===== src/rtl/core/llcp_pkg.sv =====
// shared widths, register codes and beat types of the line closest point block
package llcp_pkg;

   // field widths
   localparam int COORD_WIDTH    = 24;
   localparam int PARAM_WIDTH    = 32;
   localparam int FRAC_BITS      = 16;
   localparam int CSR_DATA_WIDTH = 32;
   localparam int DENOM_TOL_WIDTH = 32;
   localparam int COORD_TOL_WIDTH = COORD_WIDTH - 1;

   // datapath widths
   localparam int DIFF_WIDTH = COORD_WIDTH + 1;
   localparam int MUL_WIDTH  = DIFF_WIDTH + COORD_WIDTH;
   localparam int DOT_WIDTH  = 2 * COORD_WIDTH + 3;
   localparam int SPLIT      = DOT_WIDTH / 2;
   localparam int HIGH       = DOT_WIDTH - SPLIT;
   localparam int PP_WIDTH   = 2 * HIGH + 2;
   localparam int PROD_WIDTH = 2 * DOT_WIDTH;
   localparam int NUM_WIDTH  = PROD_WIDTH + 1;
   localparam int REM_WIDTH  = NUM_WIDTH + PARAM_WIDTH + 1;

   // configuration register indexes
   typedef enum logic [0:0] {
      CSR_COORD_TOL = 1'b0,
      CSR_DENOM_TOL = 1'b1
   } csr_index_type;

   // input beat: two lines
   typedef struct packed {
      logic signed [COORD_WIDTH-1:0] left_origin_x;
      logic signed [COORD_WIDTH-1:0] left_origin_y;
      logic signed [COORD_WIDTH-1:0] left_origin_z;
      logic signed [COORD_WIDTH-1:0] left_extent_x;
      logic signed [COORD_WIDTH-1:0] left_extent_y;
      logic signed [COORD_WIDTH-1:0] left_extent_z;
      logic signed [COORD_WIDTH-1:0] right_origin_x;
      logic signed [COORD_WIDTH-1:0] right_origin_y;
      logic signed [COORD_WIDTH-1:0] right_origin_z;
      logic signed [COORD_WIDTH-1:0] right_extent_x;
      logic signed [COORD_WIDTH-1:0] right_extent_y;
      logic signed [COORD_WIDTH-1:0] right_extent_z;
   } req_type;

   // result beat
   typedef struct packed {
      logic                          found;
      logic signed [PARAM_WIDTH-1:0] param_left;
      logic signed [PARAM_WIDTH-1:0] param_right;
      logic                          saturated;
   } rsp_type;

   // control flags that travel with an item through the divider
   typedef struct packed {
      logic fail;
      logic neg_l;
      logic neg_r;
      logic big_l;
      logic big_r;
   } flag_type;

endpackage


===== src/rtl/core/llcp_div_step.sv =====
// one restoring division step: compare against the shifted divisor and subtract
module llcp_div_step #(
   parameter int WIDTH     = llcp_pkg::REM_WIDTH,
   parameter int DEN_WIDTH = llcp_pkg::NUM_WIDTH,
   parameter int SHIFT     = 0
) (
   input  logic [WIDTH-1:0]     rem,
   input  logic [DEN_WIDTH-1:0] den,
   output logic [WIDTH-1:0]     rem_next,
   output logic                 quo_bit
);

   logic [WIDTH-1:0] den_shifted;

   // divisor aligned to this quotient bit
   assign den_shifted = WIDTH'(den) << SHIFT;
   assign quo_bit     = (rem >= den_shifted);
   assign rem_next    = quo_bit ? (rem - den_shifted) : rem;

endmodule


===== config.mk =====
export PLATFORM = sky130hd
export DESIGN_NAME = llcp_div_step
export DESIGN_NICKNAME = d
export VERILOG_FILES = /design/src/rtl/core/llcp_pkg.sv /design/src/rtl/core/llcp_div_step.sv
export SDC_FILE = /design/constraint.sdc
export NUM_CORES = 1
export LEC_CHECK = 0
export BUFFER_PORTS_ARGS = -buffer_cell sky130_fd_sc_hd__buf_2
export CORE_AREA = 2 2 147 149
export DETAILED_ROUTE_END_ITERATION = 7
export DIE_AREA = 0 0 149 151
export GPL_TIMING_DRIVEN = 0
export PLACE_DENSITY = 0.75
export SETUP_SLACK_MARGIN = 0.1
export SLEW_MARGIN = 20
export SYNTH_ARGS = -nofsm -noshare
export SYNTH_HDL_FRONTEND = slang
export SYNTH_SLANG_ARGS = --single-unit

===== constraint.sdc =====
create_clock -name vclk -period 4.51
set_input_delay 0.2255 -clock vclk [all_inputs]
set_output_delay 0.2255 -clock vclk [all_outputs]
set_load 0.05 [all_outputs]

==> metrics.cfg <==
[status]
status=complete, no violations

[layout]
nClkBuffers=0
nFillCells=2205
sequential_cell_total=0
syn_to_final_growth_pct=24.8
final_nets=2324
seqCellArea_sq_um=0
drive_gt1_share_pct=23.9
layout.cells.non_filler=2254
antennaDiodeCount=0

[place]
dp_hpwl_mm=35.5
io_buffer_count=376
gp_congestion=0.994
post-place-cells=2253

[floorplanning]
die_h_um=151
die-area_sq_mm=0.0225
dieWidth_um=149
start_util_pct=45.5
ios=376
core-area_sq_mm=0.0208
std_cell_rows=53

[timing]
finalMaxSlewViolations=0
post-route-min-period_ns=4.35
fin_crit_sh_pct=96.3
rsz0062_at_grt=yes
whs_ns=0.810
setup_viol=0
clock.fmax_mhz=230
finalHoldViolCount=0
relSlewSlack_pct=47.9
max_slew.worst_pin.slew_ns=0.775

[detailed_routing]
first_pass_iters=6
dr_total_vias=13100
drt_iter0_drc=850
via_per_inst=5.80
drc=0
avgRoutedWirePerCell_um=18.3
wl_mm=41.2
ant_nets=0

[yosys]
syn_avg_cell_area_sq_um=5.91
yosysWarnings=0
synth_commonest_cells=261 x a21oi_1, 212 x nor2_1, 160 x nand2_1
yosys.cell_types.count=77
synth_top_area_share_pct=13.8
synth_cells=1602
syn_area_sq_mm=0.00947
synth_fp_nets=1945
synth_area_leaders=a21oi_1 14%, ha_1 14%, nor2_1 8.4%
yosysMostFrequentCell=a21oi_1
yosysSeqAreaShare_pct=0
synth_top_cell_by_area=a21oi_1

[critical_path]
cp-start-kind=input port
critPathSlowestCell=a2111oi_2
cp.arrival_ns=4.12
endpoint_kind=primary output
cp_common_cell=buf_2
cp_cell_sequence=buf_2 -> inv_1 -> ha_1 -> fa_1 -> and2b_1 -> o211ai_2 -> a31oi_4 -> nor2_1 -> o21ai_1 -> a211oi_2 -> nor3_1 -> a211oi_1 -> o21ai_0 -> a2111oi_2 -> xor2_1 -> buf_2
worst-setup-path-type=in -> out
crit_fanout=4
critical-path-max-stage-delay_ns=0.58
cp.required_ns=4.28

[global_route]
grtUsageTotal_pct=34.1
antenna_found_initial=0
grt_first_pass_wirelength_mm=61.9
grt_max_degree=11
grt_pass1_vias=12000
grt-ovfl-total=0

[power]
p_sw_uw=1830
ir_drop_mv=0.192
internal-power_uw=733
swShare_pct=71.4
leakage_uw=0.00576
power_density_mw_per_mm2=217
p_comb_share_pct=100.0
clkPwrFrac_pct=0
sequentialPowerShare_pct=0
power_uw=2560

[job]
max_cap_violations=0

[clocking]
hold_buffers=0

[hold_path]
hold_path_class=in -> out

metrics by stage:
stage	utilization (%)	setup WS, ns	setup TNS [ns]	area (sq um)
after floorplan	-	0.467	0	9470
after global placement	56.2	-0.375	-3.04	11700
after detailed placement	56.2	-0.310	-1.41	11700
after CTS	56.4	0.112	0	11700
after global routing	56.8	0.00465	0	11800
final	56.8	0.165	0	11800
worst max-delay path: cells and delay by family:
kind | cells | cell delay, ns
AO/OA/AOI/OAI | 7 | 2.27
AND/OR/NAND/NOR | 3 | 0.53
adder cells (fa/ha/maj) | 2 | 0.47
buffers and inverters | 3 | 0.43
XOR/XNOR | 1 | 0.19
logic make-up after synthesis:
logic type	after synthesis	synth area share, %
adders and majority gates	104	13.8
and+or+nand+nor	585	29.1
AOI/OAI and AO/OA	562	35.3
muxes	1	0.119
buffers and inverters	217	9.43
xor gates and xnor gates	133	12.3
path summary, 6_finish.rpt:
| kind | depth (start not counted) | to | from |
|---|---|---|---|
| worst max-delay path | 16 | rem_next[108] | rem[0] |
| worst min-delay path | 3 | rem_next[125] | rem[125] |
metal layers:
layer | wire (um) | global-route usage [%] | vias to the layer above
met2 | 19700 | 61.6 | 653
met5 | 0 | 0 | -
met1 | 17300 | 44.0 | 5911
met4 | 1330 | 10.2 | 0
li1 | - | - | 6447
met3 | 2890 | 1.45 | 73
what timing repair did:
action,CTS,global route
buffers inserted,1,0
pin swaps,1,2
endpoints found under the setup margin,14,61
gates resized for setup,9,25
layout by cell type, fill, tap and decap left out, drive strengths merged, types with 41 or more instances in the layout:
cell / synthesis / routed
ha: 103 / 103
xnor2: 84 / 84
a21oi: 263 / 263
buf: 39 / 412
o21ai: 123 / 123
a21o: 41 / 41
xor2: 49 / 49
nand4: 60 / 60
nor2: 213 / 213
inv: 145 / 145
nor3: 42 / 42
nand2: 163 / 163
power groups by stage:
stage	combinational, uW	sequential, uW	clock [uW]
3_5_place_dp	2500	0	0
6_report	2560	0	0
3_3_place_gp	2510	0	0
5_1_grt	2720	0	0
4_1_cts	2520	0	0
2_1_floorplan	1840	0	0
area by class of cell:
type / instances / area [sq um] / share of cell area [%]
multi-input cells: 1385 / 8680 / 73.4
repair buffers: 377 / 1900 / 16.0
inverters: 145 / 544 / 4.60
plain buffers: 72 / 360 / 3.05
well taps: 275 / 344 / 2.91
Note: power is estimated with default switching activity, not from simulation.
